==> config.mk <==
export PLATFORM = sky130hd
export DESIGN_NAME = csp_inline_policy_check_flat
export DESIGN_NICKNAME = d
export VERILOG_FILES = /design/src/design/csp_pkg.sv /design/src/design/csp_if.sv /design/src/design/csp_front.sv /design/src/design/csp_queue.sv /design/src/design/csp_back.sv /design/src/design/csp_inline_policy_check.sv /design/src/flat_wrapper.sv
export VERILOG_INCLUDE_DIRS = /design/src /design/src/design
export SDC_FILE = /design/constraint.sdc
export NUM_CORES = 1
export LEC_CHECK = 0
export ABC_AREA = 1
export BUFFER_PORTS_ARGS = -buffer_cell sky130_fd_sc_hd__buf_2
export CORE_ASPECT_RATIO = 0.6
export CORE_MARGIN = 4
export CORE_UTILIZATION = 30
export CTS_CLUSTER_DIAMETER = 120
export DETAILED_ROUTE_END_ITERATION = 6
export GPL_TIMING_DRIVEN = 0
export HOLD_SLACK_MARGIN = 0.05
export PLACE_DENSITY = 0.51
export SKIP_CTS_REPAIR_TIMING = 1
export SLEW_MARGIN = 20
export SYNTH_ARGS = -nofsm -noshare
export SYNTH_HDL_FRONTEND = slang
export SYNTH_SLANG_ARGS = --single-unit
==> constraint.sdc <==
create_clock -name clk -period 8.9 [get_ports clk]
set_input_delay 0.89 -clock clk [delete_from_list [all_inputs] [get_ports clk]]
set_output_delay 0.89 -clock clk [all_outputs]
set_load 0.005 [all_outputs]
==> src/design/csp_inline_policy_check_defines.svh <==
// ----------------------------------------------------------------------------
// csp_inline_policy_check_defines.svh
// Assertion macros shared by the inline policy checker modules.
// ----------------------------------------------------------------------------
`ifndef CSP_INLINE_POLICY_CHECK_DEFINES_SVH
`define CSP_INLINE_POLICY_CHECK_DEFINES_SVH

// same-cycle implication, disabled while reset is asserted
`define CSP_ASSERT_IMP(lbl, clk, rst_n, ante, cons, msg) \
	lbl: assert property (@(posedge clk) disable iff (!rst_n) (ante) |-> (cons)) \
		else $error(msg);

// next-cycle implication, disabled while reset is asserted
`define CSP_ASSERT_NXT(lbl, clk, rst_n, ante, cons, msg) \
	lbl: assert property (@(posedge clk) disable iff (!rst_n) (ante) |=> (cons)) \
		else $error(msg);

`endif

==> src/design/csp_pkg.sv <==
// ----------------------------------------------------------------------------
// csp_pkg
// Types, keyword tables and constants of the inline policy checker.
// ----------------------------------------------------------------------------
package csp_pkg;

	// configuration port
	localparam int unsigned CFG_ADDR_W = 3;
	localparam int unsigned CFG_DATA_W = 32;
	localparam logic [CFG_ADDR_W-1:0] ADDR_CHAIN_SELECT = 3'd0;

	// byte classes decided in the front end
	typedef enum logic [1:0] {
		CLS_COMMA = 2'd0,
		CLS_SEMI  = 2'd1,
		CLS_SPACE = 2'd2,
		CLS_CHAR  = 2'd3
	} cls_t;

	// classified item travelling through the queue
	typedef struct packed {
		logic       has;
		logic       last;
		cls_t       cls;
		logic [7:0] lc;
	} item_t;

	// queue depth (power of two, pointers wrap naturally)
	localparam int unsigned Q_DEPTH = 2;
	localparam int unsigned Q_PTR_W = $clog2(Q_DEPTH);
	localparam int unsigned Q_CNT_W = $clog2(Q_DEPTH + 1);

	typedef struct packed {
		logic  vld;
		item_t item;
	} q_port_t;

	// source flag bits
	localparam int unsigned FL_NONCE  = 0;
	localparam int unsigned FL_HASH   = 1;
	localparam int unsigned FL_UNSAFE = 2;
	localparam int unsigned FL_STRICT = 3;

	// directive slots
	localparam int unsigned SLOT_N    = 3;
	localparam int unsigned SLOT_ELEM = 0;
	localparam int unsigned SLOT_BASE = 1;
	localparam int unsigned SLOT_DEF  = 2;

	localparam int unsigned POS_W   = 5;
	localparam logic [POS_W-1:0] POS_MAX = 5'd31;

	// token text, right-aligned in 16 bytes
	localparam int unsigned TXT_W = 8 * 16;
	typedef logic [TXT_W-1:0] txt_t;

	localparam int unsigned KW_N = 6;
	localparam int unsigned KW_NONCE  = 0;
	localparam int unsigned KW_UNSAFE = 4;
	localparam int unsigned KW_STRICT = 5;
	localparam txt_t KW_TEXT [KW_N] = '{
		"'nonce-", "'sha256-", "'sha384-", "'sha512-",
		"'unsafe-inline'", "'strict-dynamic'"
	};
	localparam logic [POS_W-1:0] KW_LEN [KW_N] = '{
		5'd7, 5'd8, 5'd8, 5'd8, 5'd15, 5'd16
	};
	localparam logic [POS_W-1:0] HASH_LEN = 5'd8;
	// nonce and hash keywords match as prefixes
	localparam logic [KW_N-1:0] KW_PREFIX = 6'b001111;
	localparam logic [KW_N-1:0] KW_HASH_MASK = 6'b001110;

	localparam txt_t NAME_TEXT [2][SLOT_N] = '{
		'{"style-src-elem", "style-src", "default-src"},
		'{"script-src-elem", "script-src", "default-src"}
	};
	localparam logic [POS_W-1:0] NAME_LEN [2][SLOT_N] = '{
		'{5'd14, 5'd9, 5'd11},
		'{5'd15, 5'd10, 5'd11}
	};

	// parse context of the back end
	typedef struct packed {
		logic                          pok;
		logic [SLOT_N-1:0]             found;
		logic [SLOT_N-1:0][3:0]        sflags;
		logic [3:0]                    cflags;
		logic                          in_value;
		logic                          started;
		logic [SLOT_N-1:0]             nc;
		logic [KW_N-1:0]               kc;
		logic [POS_W-1:0]              pos;
	} ctx_t;

	localparam ctx_t CTX_INIT = '{
		pok: 1'b1, found: '0, sflags: '0, cflags: '0, in_value: 1'b0,
		started: 1'b0, nc: '1, kc: '1, pos: '0
	};

	// character at position pos of a token of length len (pos < len)
	function automatic logic [7:0] txt_char(txt_t t, logic [POS_W-1:0] len,
			logic [POS_W-1:0] pos);
		logic [POS_W-1:0] off;
		logic [6:0]       base;
		off  = len - pos - 5'd1;
		base = {off[3:0], 3'b000};
		return t[base +: 8];
	endfunction

endpackage

==> src/design/csp_if.sv <==
// ----------------------------------------------------------------------------
// csp_in_if / csp_out_if
// Valid/ready channels of the policy checker: header bytes in, verdicts out.
// ----------------------------------------------------------------------------
interface csp_in_if;
	logic       valid;
	logic       ready;
	logic [7:0] char_byte;
	logic       carries_byte;
	logic       end_of_string;

	modport source (output valid, output char_byte, output carries_byte,
		output end_of_string, input ready);
	modport sink (input valid, input char_byte, input carries_byte,
		input end_of_string, output ready);
endinterface

interface csp_out_if;
	logic valid;
	logic ready;
	logic inline_allowed;

	modport source (output valid, output inline_allowed, input ready);
	modport sink (input valid, input inline_allowed, output ready);
endinterface

==> src/design/csp_front.sv <==
// ----------------------------------------------------------------------------
// csp_front
// Accepts header bytes, drops empty items, classifies and lower-cases bytes.
// ----------------------------------------------------------------------------
module csp_front import csp_pkg::*; (
	input  logic        clk,
	input  logic        arst_n,
	csp_in_if.sink      pol,
	output q_port_t     wr,
	input  logic        wr_ready
);

	logic  vld_s1;
	item_t item_s1;
	item_t item_c;
	logic  keep;

	// stage is free when empty or draining into the queue this cycle
	assign pol.ready = !vld_s1 || wr_ready;
	// an item with neither byte nor end mark has no effect
	assign keep = pol.carries_byte || pol.end_of_string;

	// classification
	always_comb begin
		item_c.has  = pol.carries_byte;
		item_c.last = pol.end_of_string;
		item_c.lc   = pol.char_byte;
		if (pol.char_byte >= 8'h41 && pol.char_byte <= 8'h5A) begin
			item_c.lc = pol.char_byte + 8'h20;
		end
		if (pol.char_byte == 8'h2C) begin
			item_c.cls = CLS_COMMA;
		end else if (pol.char_byte == 8'h3B) begin
			item_c.cls = CLS_SEMI;
		end else if (pol.char_byte == 8'h20 || pol.char_byte == 8'h09 ||
				pol.char_byte == 8'h0A || pol.char_byte == 8'h0C ||
				pol.char_byte == 8'h0D) begin
			item_c.cls = CLS_SPACE;
		end else begin
			item_c.cls = CLS_CHAR;
		end
	end

	// stage register
	always_ff @(posedge clk or negedge arst_n) begin
		if (!arst_n) begin
			vld_s1 <= 1'b0;
		end else if (pol.ready) begin
			vld_s1 <= pol.valid && keep;
		end
	end

	always_ff @(posedge clk) begin
		if (pol.ready) begin
			item_s1 <= item_c;
		end
	end

	assign wr.vld  = vld_s1;
	assign wr.item = item_s1;

endmodule

==> src/design/csp_queue.sv <==
// ----------------------------------------------------------------------------
// csp_queue
// Short register queue between the front end and the parser.
// ----------------------------------------------------------------------------
`include "csp_inline_policy_check_defines.svh"

module csp_queue import csp_pkg::*; (
	input  logic    clk,
	input  logic    arst_n,
	input  q_port_t wr,
	output logic    wr_ready,
	output q_port_t rd,
	input  logic    rd_pop
);

	item_t              mem_q [Q_DEPTH];
	logic [Q_PTR_W-1:0] wr_ptr_q;
	logic [Q_PTR_W-1:0] rd_ptr_q;
	logic [Q_CNT_W-1:0] count_q;
	logic               push;
	logic               pop;

	assign wr_ready = count_q != Q_CNT_W'(Q_DEPTH);
	assign push     = wr.vld && wr_ready;
	assign pop      = rd_pop && rd.vld;
	assign rd.vld   = count_q != '0;
	assign rd.item  = mem_q[rd_ptr_q];

	// pointers and fill level
	always_ff @(posedge clk or negedge arst_n) begin
		if (!arst_n) begin
			wr_ptr_q <= '0;
			rd_ptr_q <= '0;
			count_q  <= '0;
		end else begin
			if (push) begin
				wr_ptr_q <= wr_ptr_q + 1'b1;
			end
			if (pop) begin
				rd_ptr_q <= rd_ptr_q + 1'b1;
			end
			if (push && !pop) begin
				count_q <= count_q + 1'b1;
			end else if (pop && !push) begin
				count_q <= count_q - 1'b1;
			end
		end
	end

	// entry storage
	always_ff @(posedge clk) begin
		if (push) begin
			mem_q[wr_ptr_q] <= wr.item;
		end
	end

	`CSP_ASSERT_IMP(a_q_bound, clk, arst_n, 1'b1, count_q <= Q_CNT_W'(Q_DEPTH), "queue overfilled")
	`CSP_ASSERT_NXT(a_q_grow, clk, arst_n, push && !pop, count_q == $past(count_q) + 1'b1, "queue lost a transfer")
	`CSP_ASSERT_IMP(a_q_pop, clk, arst_n, rd_pop, rd.vld, "pop from empty queue")

endmodule

==> src/design/csp_back.sv <==
// ----------------------------------------------------------------------------
// csp_back
// Policy parser: tracks directive names, source keywords and slot flags per
// classified byte, and produces the verdict at the end of the header.
// ----------------------------------------------------------------------------
`include "csp_inline_policy_check_defines.svh"

module csp_back import csp_pkg::*; (
	input  logic       clk,
	input  logic       arst_n,
	input  logic       chain_sel,
	input  q_port_t    rd,
	output logic       rd_pop,
	csp_out_if.source  verdict
);

	ctx_t ctx_q;
	ctx_t ctx_d;
	logic out_vld_q;
	logic out_allowed_q;
	logic res_c;
	logic pop;

	// narrow directive name candidates by one character
	function automatic logic [SLOT_N-1:0] narrow_name(logic [SLOT_N-1:0] nc,
			logic [POS_W-1:0] pos, logic sel, logic [7:0] lc);
		logic [SLOT_N-1:0] alive;
		alive = nc;
		for (int i = 0; i < SLOT_N; i++) begin
			if (pos >= NAME_LEN[sel][i]) begin
				alive[i] = 1'b0;
			end else if (txt_char(NAME_TEXT[sel][i], NAME_LEN[sel][i], pos) != lc) begin
				alive[i] = 1'b0;
			end
		end
		return alive;
	endfunction

	// narrow source keyword candidates by one character
	function automatic logic [KW_N-1:0] narrow_kw(logic [KW_N-1:0] kc,
			logic [POS_W-1:0] pos, logic [7:0] lc);
		logic [KW_N-1:0] alive;
		alive = kc;
		for (int i = 0; i < KW_N; i++) begin
			if (pos >= KW_LEN[i]) begin
				if (!KW_PREFIX[i]) begin
					alive[i] = 1'b0;
				end
			end else if (txt_char(KW_TEXT[i], KW_LEN[i], pos) != lc) begin
				alive[i] = 1'b0;
			end
		end
		return alive;
	endfunction

	// close a source token
	function automatic ctx_t finish_token(ctx_t c);
		ctx_t n;
		n = c;
		if (c.kc[KW_NONCE] && c.pos >= KW_LEN[KW_NONCE]) begin
			n.cflags[FL_NONCE] = 1'b1;
		end
		if ((|(c.kc & KW_HASH_MASK)) && c.pos >= HASH_LEN) begin
			n.cflags[FL_HASH] = 1'b1;
		end
		if (c.kc[KW_UNSAFE] && c.pos == KW_LEN[KW_UNSAFE]) begin
			n.cflags[FL_UNSAFE] = 1'b1;
		end
		if (c.kc[KW_STRICT] && c.pos == KW_LEN[KW_STRICT]) begin
			n.cflags[FL_STRICT] = 1'b1;
		end
		n.kc  = '1;
		n.pos = '0;
		return n;
	endfunction

	// close the directive name, keep only full-length matches
	function automatic ctx_t finish_name(ctx_t c, logic sel);
		ctx_t n;
		n = c;
		for (int i = 0; i < SLOT_N; i++) begin
			n.nc[i] = c.nc[i] && (c.pos == NAME_LEN[sel][i]);
		end
		n.in_value = 1'b1;
		n.pos      = '0;
		n.kc       = '1;
		return n;
	endfunction

	// space handling inside a directive
	function automatic ctx_t close_word(ctx_t c, logic sel);
		ctx_t n;
		n = c;
		if (c.in_value) begin
			if (c.pos != '0) begin
				n = finish_token(c);
			end
		end else if (c.started) begin
			n = finish_name(c, sel);
		end
		return n;
	endfunction

	// close a directive; first occurrence of each name fills its slot
	function automatic ctx_t end_directive(ctx_t c, logic sel);
		ctx_t n;
		n = close_word(c, sel);
		if (n.started) begin
			for (int i = 0; i < SLOT_N; i++) begin
				if (n.nc[i] && !n.found[i]) begin
					n.found[i]  = 1'b1;
					n.sflags[i] = n.cflags;
				end
			end
		end
		n.in_value = 1'b0;
		n.started  = 1'b0;
		n.nc       = '1;
		n.kc       = '1;
		n.pos      = '0;
		n.cflags   = '0;
		return n;
	endfunction

	// close a policy: governing slot decides
	function automatic ctx_t end_policy(ctx_t c, logic sel);
		ctx_t       n;
		logic [3:0] f;
		logic       any;
		logic       ok;
		n   = c;
		any = 1'b1;
		if (c.found[SLOT_ELEM]) begin
			f = c.sflags[SLOT_ELEM];
		end else if (c.found[SLOT_BASE]) begin
			f = c.sflags[SLOT_BASE];
		end else if (c.found[SLOT_DEF]) begin
			f = c.sflags[SLOT_DEF];
		end else begin
			f   = '0;
			any = 1'b0;
		end
		ok = f[FL_UNSAFE] && !f[FL_NONCE] && !f[FL_HASH] && !(sel && f[FL_STRICT]);
		if (any && !ok) begin
			n.pok = 1'b0;
		end
		n.found  = '0;
		n.sflags = '0;
		return n;
	endfunction

	// a closing item waits while the verdict register is still held
	assign pop    = rd.vld && (!rd.item.last || !out_vld_q || verdict.ready);
	assign rd_pop = pop;

	// per-byte context update
	always_comb begin
		ctx_t c;
		c     = ctx_q;
		res_c = 1'b0;
		if (pop) begin
			if (rd.item.has) begin
				unique case (rd.item.cls)
					CLS_COMMA: begin
						c = end_directive(c, chain_sel);
						c = end_policy(c, chain_sel);
					end
					CLS_SEMI: begin
						c = end_directive(c, chain_sel);
					end
					CLS_SPACE: begin
						c = close_word(c, chain_sel);
					end
					CLS_CHAR: begin
						if (!c.in_value) begin
							c.started = 1'b1;
							c.nc = narrow_name(c.nc, c.pos, chain_sel, rd.item.lc);
						end else begin
							c.kc = narrow_kw(c.kc, c.pos, rd.item.lc);
						end
						if (c.pos != POS_MAX) begin
							c.pos = c.pos + 1'b1;
						end
					end
					default: begin
						c = ctx_q;
					end
				endcase
			end
			if (rd.item.last) begin
				c     = end_directive(c, chain_sel);
				c     = end_policy(c, chain_sel);
				res_c = c.pok;
				c     = CTX_INIT;
			end
		end
		ctx_d = c;
	end

	// context register
	always_ff @(posedge clk or negedge arst_n) begin
		if (!arst_n) begin
			ctx_q <= CTX_INIT;
		end else begin
			ctx_q <= ctx_d;
		end
	end

	// verdict output register
	always_ff @(posedge clk or negedge arst_n) begin
		if (!arst_n) begin
			out_vld_q <= 1'b0;
		end else if (pop && rd.item.last) begin
			out_vld_q <= 1'b1;
		end else if (verdict.ready) begin
			out_vld_q <= 1'b0;
		end
	end

	always_ff @(posedge clk) begin
		if (pop && rd.item.last) begin
			out_allowed_q <= res_c;
		end
	end

	assign verdict.valid          = out_vld_q;
	assign verdict.inline_allowed = out_allowed_q;

	`CSP_ASSERT_IMP(a_bk_hold, clk, arst_n, out_vld_q && !verdict.ready, !(pop && rd.item.last), "verdict overwritten")
	`CSP_ASSERT_NXT(a_bk_clear, clk, arst_n, pop && rd.item.last, ctx_q == CTX_INIT, "context not cleared after header")
	`CSP_ASSERT_IMP(a_bk_src, clk, arst_n, $rose(out_vld_q), $past(pop && rd.item.last), "verdict without closing item")

endmodule

==> src/design/csp_inline_policy_check.sv <==
// Throughput: one header byte per cycle and one queue entry popped per cycle, unless stalled.
// After the transfer of the closing item, its verdict follows the front stage register,
//   then the queue, then the parser's verdict register.
// A held verdict stalls only closing items; the queue absorbs the front end meanwhile.
// Reset (arst_n low, asynchronous): parser context to its start state, queue empty,
//   no verdict pending, chain_select cleared to the style chain.
// ----------------------------------------------------------------------------
// csp_inline_policy_check
// Streaming check of a security-policy header for honored inline style or script.
// ----------------------------------------------------------------------------
module csp_inline_policy_check import csp_pkg::*; (
	input  logic                  clk,
	input  logic                  arst_n,
	csp_in_if.sink                pol,
	csp_out_if.source             verdict,
	input  logic                  psel,
	input  logic                  penable,
	input  logic                  pwrite,
	input  logic [CFG_ADDR_W-1:0] paddr,
	input  logic [CFG_DATA_W-1:0] pwdata,
	output logic [CFG_DATA_W-1:0] prdata,
	output logic                  pready
);

	logic    chain_sel_q;
	q_port_t wr;
	logic    wr_ready;
	q_port_t rd;
	logic    rd_pop;

	// configuration register
	assign pready = 1'b1;

	always_ff @(posedge clk or negedge arst_n) begin
		if (!arst_n) begin
			chain_sel_q <= 1'b0;
		end else if (psel && penable && pwrite && paddr == ADDR_CHAIN_SELECT) begin
			chain_sel_q <= pwdata[0];
		end
	end

	always_comb begin
		prdata = '0;
		if (paddr == ADDR_CHAIN_SELECT) begin
			prdata[0] = chain_sel_q;
		end
	end

	csp_front u_front (
		.clk      (clk),
		.arst_n   (arst_n),
		.pol      (pol),
		.wr       (wr),
		.wr_ready (wr_ready)
	);

	csp_queue u_queue (
		.clk      (clk),
		.arst_n   (arst_n),
		.wr       (wr),
		.wr_ready (wr_ready),
		.rd       (rd),
		.rd_pop   (rd_pop)
	);

	csp_back u_back (
		.clk       (clk),
		.arst_n    (arst_n),
		.chain_sel (chain_sel_q),
		.rd        (rd),
		.rd_pop    (rd_pop),
		.verdict   (verdict)
	);

endmodule
==> src/flat_wrapper.sv <==
// flat-port wrapper written by rule: the top's interface ports become plain ports
module csp_inline_policy_check_flat import csp_pkg::*;
  (clk, arst_n, psel, penable, pwrite, paddr, pwdata, prdata, pready, pol_valid, pol_char_byte, pol_carries_byte, pol_end_of_string, pol_ready, verdict_valid, verdict_inline_allowed, verdict_ready);
  csp_in_if pol_i ();
  csp_out_if verdict_i ();
  input  logic clk;
  input  logic arst_n;
  input  logic psel;
  input  logic penable;
  input  logic pwrite;
  input  logic [CFG_ADDR_W-1:0] paddr;
  input  logic [CFG_DATA_W-1:0] pwdata;
  output logic [CFG_DATA_W-1:0] prdata;
  output logic pready;
  input wire logic [$bits(pol_i.valid)-1:0] pol_valid;
  input wire logic [$bits(pol_i.char_byte)-1:0] pol_char_byte;
  input wire logic [$bits(pol_i.carries_byte)-1:0] pol_carries_byte;
  input wire logic [$bits(pol_i.end_of_string)-1:0] pol_end_of_string;
  output wire logic [$bits(pol_i.ready)-1:0] pol_ready;
  output wire logic [$bits(verdict_i.valid)-1:0] verdict_valid;
  output wire logic [$bits(verdict_i.inline_allowed)-1:0] verdict_inline_allowed;
  input wire logic [$bits(verdict_i.ready)-1:0] verdict_ready;
  assign pol_i.valid = pol_valid;
  assign pol_i.char_byte = pol_char_byte;
  assign pol_i.carries_byte = pol_carries_byte;
  assign pol_i.end_of_string = pol_end_of_string;
  assign pol_ready = pol_i.ready;
  assign verdict_valid = verdict_i.valid;
  assign verdict_inline_allowed = verdict_i.inline_allowed;
  assign verdict_i.ready = verdict_ready;
  csp_inline_policy_check u_core (.clk(clk), .arst_n(arst_n), .pol(pol_i), .verdict(verdict_i), .psel(psel), .penable(penable), .pwrite(pwrite), .paddr(paddr), .pwdata(pwdata), .prdata(prdata), .pready(pready));
endmodule
==> results.md, run 1 <==
* DIE WIDTH at 214 µm
* Internal power at 1230 µW
* # clock sinks at 80
* Area Growth Syn to Fin at 12.3%
* Comb pwr share at 65.6%
* CP startpoint kind: flip-flop
* #FFs+latches synth at 80
* Vias in the first global route at 7073
* Number of max-cap violations at 0
* Max-slew headroom at 31.1%
* Mapped Cells at 1183
* Critical path's slowest cell: fa_1
* RSZ-0062 raised after global routing: false
* Post-synthesis sequential area ratio at 28.9%
* Layout cells sized above 1 at 13.0%
* Synth cell types at 56
* Starting DRT DRC Count at 1169
* Register area at 2200 µm²
* Final Cycle Share at 51.2%
* Adder-cell share of the synthesized area at 4.53%
* Count of flip-flops with a built-in enable after synthesis at 37
* Final hold vios at 0
* Synth Area in Simple Gates at 39.3%
* CTS tree: done
* Port bufs at 24
* Xor and xnor fraction of the mapped netlist area at 1.03%
* Outcome: completed
* Top FF cell, synth: edfxtp_1
* Reg power frac at 20.4%
* Fmax at 0.220 GHz
* # setup viols final at 0
* Core Region at 24600 µm²
* Critical Path Sink Type: flip-flop
* Switching share of power at 53.9%
* Initial antenna violation count at 0
* Final Cell Area at 8560 µm²
* Worst EP arrival at 4.64 ns
* YS warnings at 0
* DRT antenna net count at 0
* Post-route DRC at 0
* First-pass GRT wire length at 41.3 mm
* Final Max Slew Viols at 0
* Cell with the most instances after synthesis: nand2_1
* CTS buffer count at 9
* CP cell instances: buf_2, inv_1, ha_1, inv_1, fa_1, inv_1, nor2_1, nand3_1, nand3_1, nand2_1, nand2_1, nand2_1, nor2_1, nand4_1, nand2_1, nand2_1, nor2_2, nand2_1, nand2_1, nand2_1, nand3_1, nor2_1, nor2_1, nor2_1
* Fillers at 2688
* Core Rows at 44
* Setup TNS at 0 ns
* Placed cell area at 8260 µm²
* Inst Count DP at 1559
* Final wirelength at 26.0 mm
* ANT cells at 0
* Compound-Gate Fraction of Synth Area at 12.6%
* Nets at 1327
* Synth top area cells: nand2_1 19%, edfxtp_1 15%, dfrtp_1 11%
* Clk_skew at 0.0134 ns
* WL/cell at 16.5 µm
* Area occupied by multi-input gates at 4520 µm²
* CP max stage delay at 0.58 ns
* Grt total ovfl at 0
* Starting Density at 31.0%
* Worst-Skew Late Latency at 0.34 ns
* Clock H-tree levels at 3
* Worst slew pin tran at 1.03 ns
* WS Path Type: flip-flop to flip-flop
* VDD IR max at 0.119 mV
* Mean Syn Cell Area at 6.44 µm²
* Clock Tree Root: clkbuf_16
* Lkg Pwr at 0.00431 µW
* Synth area leader: nand2_1
* Most used cell, CP: nand2_1
* Clock tree buffer depth at 2
* Vias per std cell at 5.07
* Async SR Flop Fraction at 53.8%
* Top post-synthesis cells by count: 384 x nand2_1, 125 x inv_1, 121 x nand3_1, 118 x nor2_1, 63 x o21ai_0
* Largest net degree at the start of global routing at 44
* Full die area at 28100 µm²
* Proportion of synthesized area in mux cells at 0.263%
* Worst-path fanout max at 12
* PD cells at 313 nW/µm²
* Vias at 7987
* Worst EP required at 8.99 ns
* Die height at 131 µm
* Top-area cell type share of the netlist area at 18.9%
* GP Congestion at 0.929
* Minimum clock period at 4.55 ns
* Number of top-level pins at 88
* Clock share of power at 14.0%
* Largest family of logic cells by synthesized area: simple AND/OR/NAND/NOR gates
* Detailed Place HPWL at 20.4 mm
* Fin cells at 1575
* Mapped cell area at 7620 µm²
* Clock slew at reported path FFs at 0.06 ns
* GRT Util Overall at 18.5%
* Switching pwr at 1440 µW
* HP Class: flip-flop to flip-flop
* Initial DRT Pass Iterations at 6
-- power by group through the flow --
stage          Sequential (µW)  Combinational [µW]  Clock [µW]
2_1_floorplan              536                1240           0
3_3_place_gp               552                1710           0
3_5_place_dp               551                1710           0
4_1_cts                    545                1720         385
5_1_grt                    556                1950         405
6_report                   545                1760         375
-- layout by cell type, fill, tap and decap left out, types with 29 or more instances in the layout --
master | Yosys | final
buf_2 | 12 | 35
buf_4 | 40 | 41
conb_1 | 2 | 32
dfrtp_1 | 33 | 33
edfxtp_1 | 37 | 37
inv_1 | 125 | 125
nand2_1 | 384 | 384
nand3_1 | 121 | 121
nor2_1 | 118 | 117
o21ai_0 | 63 | 62
o22ai_1 | 29 | 29
-- cell families after synthesis --
kind of cell / after synthesis
flip-flops: 80
XOR/XNOR: 9
AO/OA/AOI/OAI: 160
adder cells (fa/ha/maj): 27
multiplexers: 2
AND/OR/NAND/NOR: 694
buffers and inverters: 209
other: 2
-- critical path: cells and delay by family (launching register included) --
family	cells	cell delay (ns)
flops	1	0.48
simple gates	18	1.99
buf+inv	4	0.93
fa+ha+maj	2	0.90
-- registers in the layout, summed over array words and instances (netlist names) --
| register | count |
|---|---|
| u_core.u_queue.rd_ptr_q | 1 |
| u_core.chain_sel_q | 1 |
| u_core.u_front.vld_s1 | 1 |
| u_core.u_queue.mem_q | 24 |
| u_core.u_queue.wr_ptr_q | 1 |
| u_core.u_back.verdict.valid | 1 |
| u_core.u_queue.count_q | 2 |
| u_core.u_front.wr | 12 |
| u_core.u_back.verdict.inline_allowed | 1 |
| u_core.u_back.ctx_q | 36 |
-- metrics by stage --
step           total power, µW  hold slack (ns)  util [%]  setup slack, ns
2_1_floorplan             1770            0.421         -             5.41
3_5_place_dp              2260            0.431      33.6             4.41
5_1_grt                   2910            0.460      34.8             3.96
4_1_cts                   2650            0.446      34.8             4.38
6_report                  2680            0.445      34.8             4.35
3_3_place_gp              2260            0.431      33.6             4.41
-- final cells by class --
type | count | area share [%]
plain buffers | 67 | 5.53
clock buffers | 10 | 2.68
clock inverters | 6 | 0.804
inverters | 142 | 6.26
multi-input cells | 924 | 52.9
flip-flops and latches | 80 | 25.7
well taps | 322 | 4.71
repair buffers | 24 | 1.43
-- final timing paths --
kind | depth (start not counted) | from | slack, ns | to
max in group asynchronous | 1 | arst_n | 7.87 | u_core.u_queue.rd_ptr_q
max | 24 | u_core.chain_sel_q | 4.35 | u_core.u_back.verdict.inline_allowed
min in group asynchronous | 1 | arst_n | 0.57 | u_core.u_back.ctx_q[2]
max reg2reg | 24 | u_core.chain_sel_q | 4.35 | u_core.u_back.verdict.inline_allowed
min reg2reg | 0 | u_core.u_front.wr[10] | 0.44 | u_core.u_queue.mem_q[1][10]
min | 0 | u_core.u_front.wr[10] | 0.44 | u_core.u_queue.mem_q[1][10]
-- per-layer routing --
metal / part of all wire [%] / track usage, %
met5: 0 / 0
met2: 37 / 23.1
met3: 11 / 4.26
met1: 52 / 32.2
met4: 0.37 / 1.39
(Power assumes the default switching activity.)
==> inputs of run 2 (changes only) <==
--- a/config.mk
+++ b/config.mk
@@ -15,7 +15,7 @@
 export DETAILED_ROUTE_END_ITERATION = 6
 export GPL_TIMING_DRIVEN = 0
 export HOLD_SLACK_MARGIN = 0.05
-export PLACE_DENSITY = 0.51
+export PLACE_DENSITY = 0.52
 export SKIP_CTS_REPAIR_TIMING = 1
 export SLEW_MARGIN = 20
 export SYNTH_ARGS = -nofsm -noshare
==> constraint.sdc (replaced) <==
create_clock -name clk -period 3.9 [get_ports clk]
set_input_delay 0.39 -clock clk [delete_from_list [all_inputs] [get_ports clk]]
set_output_delay 0.39 -clock clk [all_outputs]
set_load 0.005 [all_outputs]
==> run 2 against run 1 <==
Total power rose by 130%. Critical path depth did not move. Sequential cell count unchanged. Non-clock buffer count is 17 higher. Design area grew 2.3%. Maximum frequency rose by 22%.
==> results.md, run 2 (synthesis gave the netlist of run 1 again) <==
* Outcome: completed
* Worst slew pin tran at 0.838 ns (-0.192 ns)
* HP Class: input pin to async pin
* Critical path's slowest cell: fa_2
* Worst reg2reg startpoint: u_core.chain_sel_q
* Vias at 8054 (+0.84%)
* Minimum clock period at 3.75 ns (-0.807 ns)
* CTS buffer count at 9 (unchanged)
* Final Cycle Share at 96.0% (+45 points)
* PD cells at 711 nW/µm² (+130%)
* Clock H-tree levels at 3 (unchanged)
* Commonest non-fill, non-tap cells in the layout: 382 x nand2_1, 122 x inv_1, 120 x nand3_1
* Fin cells at 1592 (+1.1%)
* Vias per std cell at 5.06 (-0.24%)
* Final Cell Area at 8750 µm² (+2.3%)
* Setup TNS at 0 ns (unchanged)
* VDD IR max at 0.284 mV (+140%)
* # clock sinks at 80 (unchanged)
* CP cell instances: buf_8, clkinvlp_4, ha_4, inv_2, fa_2, inv_4, ha_4, nand3b_1, nand2_1, nand2_1, nand3_1, nand2_1, nor2_1, nand4_1, nand2_1, nand2_2, nor2_4, nand2_2, nor2_2, nor2_1, nand3_1, nor2_2, nor2_2, nor2_1
* Port bufs at 24 (unchanged)
* Clock Tree Root: clkbuf_16
* Grt total ovfl at 0 (unchanged)
* GRT Util Overall at 18.4% (-0.16 points)
* Full die area at 28100 µm² (unchanged)
* Critical Path Sink Type: flip-flop
* Top cell family by delay on the critical path: simple AND/OR/NAND/NOR gates
* Fmax at 0.267 GHz (+22%)
* DRT antenna net count at 0 (unchanged)
* Worst-path fanout max at 6 (-6)
* Place WS at -0.551 ns (-4.96 ns)
* Vias in the first global route at 7066 (-0.099%)
* Max-slew headroom at 43.8% (+13 points)
* Detailed Place HPWL at 20.1 mm (-1.9%)
* Max FFs per register at 36 (unchanged)
* Final Max Slew Viols at 0 (unchanged)
* # setup viols final at 0 (unchanged)
* Number of top-level pins at 88 (unchanged)
* Placed cell area at 8260 µm² (about the same)
* Launch point of the critical path: u_core.chain_sel_q
* Layout cells sized above 1 at 15.7% (+2.7 points)
* Worst-Skew Late Latency at 0.35 ns (about the same)
* Most used cell, CP: nand2_1
* Initial antenna violation count at 0 (unchanged)
* Inst Count DP at 1559 (unchanged)
* Worst flop-to-flop path endpoint: u_core.u_back.verdict.inline_allowed
* CP max stage delay at 0.62 ns (+0.04 ns)
* Worst EP arrival at 3.85 ns (-0.79 ns)
* Worst Setup EP: u_core.u_back.verdict.inline_allowed
* Lkg Pwr at 0.00438 µW (+1.5%)
* Commonest non-fill, non-tap cell in the layout: nand2_1
* Clk_skew at 0.0120 ns (-0.00141 ns)
* First-pass GRT wire length at 40.5 mm (-1.8%)
* Utilization after layout at 35.7% (+0.81 points)
* WL/cell at 16.3 µm (-1.3%)
* Final wirelength at 26.0 mm (-0.18%)
* Sum of buffers and inverters on the critical path at 4 (unchanged)
* Post-route DRC at 0 (unchanged)
* Initial DRT Pass Iterations at 6 (unchanged)
* Largest net degree at the start of global routing at 44 (unchanged)
* Reg2Reg Depth at 24 (unchanged)
* R2R setup slack at 0.15 ns (-4.19 ns)
* Final WS setup at 0.154 ns (-4.19 ns)
* Nets at 1344 (+1.3%)
* Clock slew at reported path FFs at 0.07 ns (about the same)
* Starting Density at 31.0% (unchanged)
* Clock tree buffer depth at 2 (unchanged)
* Fillers at 2679 (-0.33%)
* Area Growth Syn to Fin at 14.9%
* Number of max-cap violations at 0 (unchanged)
* WS Path Type: flip-flop to flip-flop
* DIE WIDTH at 214 µm (unchanged)
* CP startpoint kind: flip-flop
* RSZ-0062 raised after global routing: true
* Core Rows at 44 (unchanged)
* CTS tree: done
* Worst EP required at 4.00 ns (-4.99 ns)
* ANT cells at 0 (unchanged)
* Critical Path Stages at 24 (unchanged)
* Core Region at 24600 µm² (unchanged)
* Starting DRT DRC Count at 943 (-19%)
* Biggest register: u_core.u_back.ctx_q
* Die height at 131 µm (unchanged)
* GP Congestion at 0.923 (-0.69%)
* Final hold vios at 0 (unchanged)
==> run 2: changes by cell type in the layout (fill, tap and decap cells not counted), moves of 2 or more <==
cell | previous run | this run
nand2_1 | 384 | 382
nand2_2 | 15 | 17
inv_1 | 125 | 122
clkinvlp_4 | 1 | 5
nor2_1 | 117 | 113
ha_1 | 26 | 24
buf_2 | 35 | 33
buf_4 | 41 | 58
dfrtp_2 | 0 | 2
ha_4 | 0 | 2
dfrtp_1 | 33 | 30
nor2_2 | 7 | 10
==> run 2: area by class of cell <==
| type | instances | area (µm²) | area share, % |
|---|---|---|---|
| clock inverters | 6 | 45.0 | 0.515 |
| inverters | 142 | 553 | 6.32 |
| plain buffers | 67 | 487 | 5.56 |
| clock buffers | 10 | 229 | 2.62 |
| multi-input cells | 924 | 4580 | 52.3 |
| well taps | 322 | 403 | 4.60 |
| flip-flops and latches | 80 | 2210 | 25.2 |
| repair buffers | 41 | 250 | 2.86 |
==> run 2: per-stage QoR <==
step / hold WS, ns / total power (µW)
2_1_floorplan: 0.0944 / 4040
3_3_place_gp: 0.430 / 5150
3_5_place_dp: 0.429 / 5140
4_1_cts: 0.0782 / 5970
5_1_grt: 0.0943 / 6770
6_report: 0.0402 / 6220
==> run 2: where the power goes <==
part           internal, µW  total [µW]  switching, µW
sequential             1130        1250            120
combinational          1290        4170           2880
clock                   434         804            370
==> run 2: routing by layer <==
layer	global-route usage (%)	up-vias	part of all wire, %
met3	4.36	32	10
met4	3.59	0	1.4
li1	-	3966	-
met1	31.4	3686	52
met5	0	-	0
met2	22.3	370	36
==> run 2: worst min-delay path by stage <==
stage	start	end	slack, ns	cells after the start
after floorplan	arst_n	u_core.chain_sel_q	0.09	0
after global placement	u_core.u_front.wr[10]	u_core.u_queue.mem_q[0][10]	0.43	0
after detailed placement	u_core.u_front.wr[10]	u_core.u_queue.mem_q[1][10]	0.43	0
after CTS	arst_n	u_core.u_back.ctx_q[2]	0.08	1
after global routing	arst_n	u_core.u_back.ctx_q[2]	0.09	1
final	arst_n	u_core.u_back.ctx_q[2]	0.04	1
==> inputs of run 3 (changes only) <==
--- a/config.mk
+++ b/config.mk
@@ -8,14 +8,13 @@
 export LEC_CHECK = 0
 export ABC_AREA = 1
 export BUFFER_PORTS_ARGS = -buffer_cell sky130_fd_sc_hd__buf_2
-export CORE_ASPECT_RATIO = 0.6
 export CORE_MARGIN = 4
 export CORE_UTILIZATION = 30
 export CTS_CLUSTER_DIAMETER = 120
 export DETAILED_ROUTE_END_ITERATION = 6
 export GPL_TIMING_DRIVEN = 0
 export HOLD_SLACK_MARGIN = 0.05
-export PLACE_DENSITY = 0.52
+export PLACE_DENSITY = 0.51
 export SKIP_CTS_REPAIR_TIMING = 1
 export SLEW_MARGIN = 20
 export SYNTH_ARGS = -nofsm -noshare
==> constraint.sdc (replaced) <==
create_clock -name clk -period 4.3 [get_ports clk]
set_input_delay 0.43 -clock clk [delete_from_list [all_inputs] [get_ports clk]]
set_output_delay 0.43 -clock clk [all_outputs]
set_load 0.005 [all_outputs]
==> run 3 against run 2 <==
Routed wire length decreased by 5.5%. Total power decreased by 12%. Register-to-register slack improved by 0.16 ns. Global-route usage decreased by 1.2 points. Critical path type unchanged. Die area decreased by 0.30%. Cell count decreased by 0.19%. First-iteration DRC count decreased by 36%. Critical path depth decreased by 3. Combinational power decreased by 16%.
==> results.md, run 3 (synthesis gave the netlist of run 1 again) <==
* Outcome: completed
* Vias in the first global route at 7165 (+1.4%)
* Lkg Pwr at 0.00434 µW (-0.92%)
* Vias per std cell at 4.93 (-2.5%)
* Worst-path fanout max at 12 (+6)
* Comb pwr share at 64.5% (-2.5 points)
* Clock tree buffer depth at 2 (unchanged)
* Final Max Slew Viols at 0 (unchanged)
* Commonest non-fill, non-tap cell in the layout: nand2_1
* Reg2Reg Depth at 21 (-13%)
* Vias at 7834 (-2.7%)
* Reg power frac at 20.8% (+0.8 points)
* CP startpoint kind: flip-flop
* R2R setup slack at 0.31 ns (+0.16 ns)
* GP Congestion at 0.895 (-3.1%)
* Nets at 1333 (-0.82%)
* Grt total ovfl at 0 (unchanged)
* Final Cycle Share at 92.8% (-3.3 points)
* Internal power at 2580 µW (-9.8%)
* Final hold vios at 0 (unchanged)
* ANT cells at 0 (unchanged)
* Clock slew at reported path FFs at 0.07 ns (about the same)
* CTS buffer count at 9 (unchanged)
* WHS at 0.0783 ns (+0.0381 ns)
* Detailed Place HPWL at 18.4 mm (-8.1%)
* Worst flop-to-flop path endpoint: u_core.u_back.verdict.inline_allowed
* Final wirelength at 24.5 mm (-5.5%)
* Final Cell Area at 8640 µm² (-1.2%)
* Total power at 5460 µW (-12%)
* Worst reg2reg startpoint: u_core.u_back.ctx_q[1]
* Clock Tree Root: clkbuf_16
* Placed cell area at 8260 µm² (about the same)
* Register area at 2200 µm² (-0.17%)
* Layout cells sized above 1 at 14.1% (-1.6 points)
* Biggest register: u_core.u_back.ctx_q
* Clock share of power at 14.6% (+1.7 points)
* Max-slew headroom at 48.5% (+4.7 points)
* WS Path Type: flip-flop to flip-flop
* Die height at 167 µm (+27%)
* DIE WIDTH at 167 µm (-22%)
* Clock H-tree levels at 3 (unchanged)
* Post-route DRC at 0 (unchanged)
* GRT Util Overall at 17.2% (-1.2 points)
* Number of max-cap violations at 0 (unchanged)
* PD cells at 631 nW/µm² (-11%)
* Switching share of power at 52.8% (-1.3 points)
* Number of top-level pins at 88 (unchanged)
* Initial antenna violation count at 0 (unchanged)
* Core Region at 25100 µm² (+2.3%)
* Port bufs at 24 (unchanged)
* Worst slew pin tran at 0.768 ns (-0.0696 ns)
* Fmax at 0.251 GHz (-6.1%)
* Worst EP required at 4.41 ns (+0.41 ns)
* # setup viols final at 0 (unchanged)
* Switching pwr at 2880 µW (-14%)
* Fin cells at 1589 (-0.19%)
* Inst Count DP at 1567 (+0.51%)
* Clk_skew at 0.00853 ns (-0.00342 ns)
* # clock sinks at 80 (unchanged)
* Full die area at 28000 µm² (-0.30%)
* HP Class: input pin to async pin
* Area Growth Syn to Fin at 13.5%
* Starting Density at 30.3% (-0.69 points)
* First-pass GRT wire length at 38.7 mm (-4.4%)
* CTS tree: done
* Minimum clock period at 3.99 ns (+0.244 ns)
* Critical Path Sink Type: flip-flop
* WL/cell at 15.4 µm (-5.4%)
* VDD IR max at 0.300 mV (+5.4%)
* Area occupied by multi-input gates at 4530 µm² (-1.1%)
* DRT antenna net count at 0 (unchanged)
* Core Rows at 58 (+32%)
* Largest net degree at the start of global routing at 44 (unchanged)
* Commonest non-fill, non-tap cells in the layout: 384 x nand2_1, 123 x inv_1, 121 x nand3_1
* Initial DRT Pass Iterations at 5 (-1)
* Max FFs per register at 36 (unchanged)
* Worst EP arrival at 4.10 ns (+0.25 ns)
* Fillers at 2806 (+4.7%)
* Starting DRT DRC Count at 604 (-36%)
* Worst-Skew Late Latency at 0.35 ns (about the same)
* RSZ-0062 raised after global routing: false
## run 3: worst max-delay path by stage
| stage | from | to | slack [ns] |
|---|---|---|---|
| finish | u_core.u_back.ctx_q[1] | u_core.u_back.verdict.inline_allowed | 0.31 |
| global route | u_core.chain_sel_q | u_core.u_back.verdict.inline_allowed | 0.02 |
| CTS | u_core.chain_sel_q | u_core.u_back.verdict.inline_allowed | -0.19 |
| detailed placement | u_core.chain_sel_q | u_core.u_back.verdict.inline_allowed | -0.18 |
| global placement | u_core.chain_sel_q | u_core.u_back.verdict.inline_allowed | -0.22 |
| floorplan | u_core.chain_sel_q | u_core.u_back.verdict.inline_allowed | 0.81 |
## run 3: through the flow
stage / setup WS, ns / util, % / setup TNS, ns
5_1_grt: 0.0223 / 34.4 / 0
4_1_cts: -0.195 / 34.1 / -0.195
2_1_floorplan: 0.809 / - / 0
6_report: 0.310 / 34.4 / 0
3_3_place_gp: -0.216 / 32.9 / -0.216
3_5_place_dp: -0.184 / 32.9 / -0.184
## run 3: final cells by class
| cell class | count | area share [%] |
|---|---|---|
| buffer | 67 | 5.54 |
| clock buffer | 9 | 2.61 |
| clock inverter | 7 | 0.897 |
| inverter | 142 | 6.34 |
| multi-input combinational | 924 | 52.4 |
| sequential | 80 | 25.5 |
| tap | 330 | 4.78 |
| timing repair buffer | 30 | 1.94 |
## run 3: critical path, stage by stage, from the launching register on
cell        delay [ns]
dfrtp_1           0.74
clkinvlp_4        0.50
ha_1              0.51
nand2_1           0.07
nand2_1           0.07
nand3_2           0.10
nand2_1           0.23
nand2_1           0.08
nand2_1           0.06
nand2_1           0.05
nor2_1            0.13
nand4_1           0.20
nand2_1           0.10
nand2_1           0.09
nor2_2            0.20
nand2_1           0.11
nor2_1            0.10
nor2_1            0.05
nor2_1            0.09
nor2_1            0.05
nor2_1            0.15
nor2_1            0.06
## run 3: power by group through the flow
stage / registers, µW / clock network (µW) / logic [µW]
5_1_grt: 1160 / 850 / 3960
4_1_cts: 1130 / 820 / 3460
2_1_floorplan: 1110 / 0 / 2560
6_report: 1140 / 798 / 3520
3_3_place_gp: 1140 / 0 / 3420
3_5_place_dp: 1150 / 0 / 3440
## run 3: metal layers
metal	vias up	wire length, µm	GRT usage, %
met5	-	0	0
met4	0	674	5.86
met3	40	1550	2.50
met2	267	11000	27.2
met1	3591	11300	24.0
li1	3936	-	-
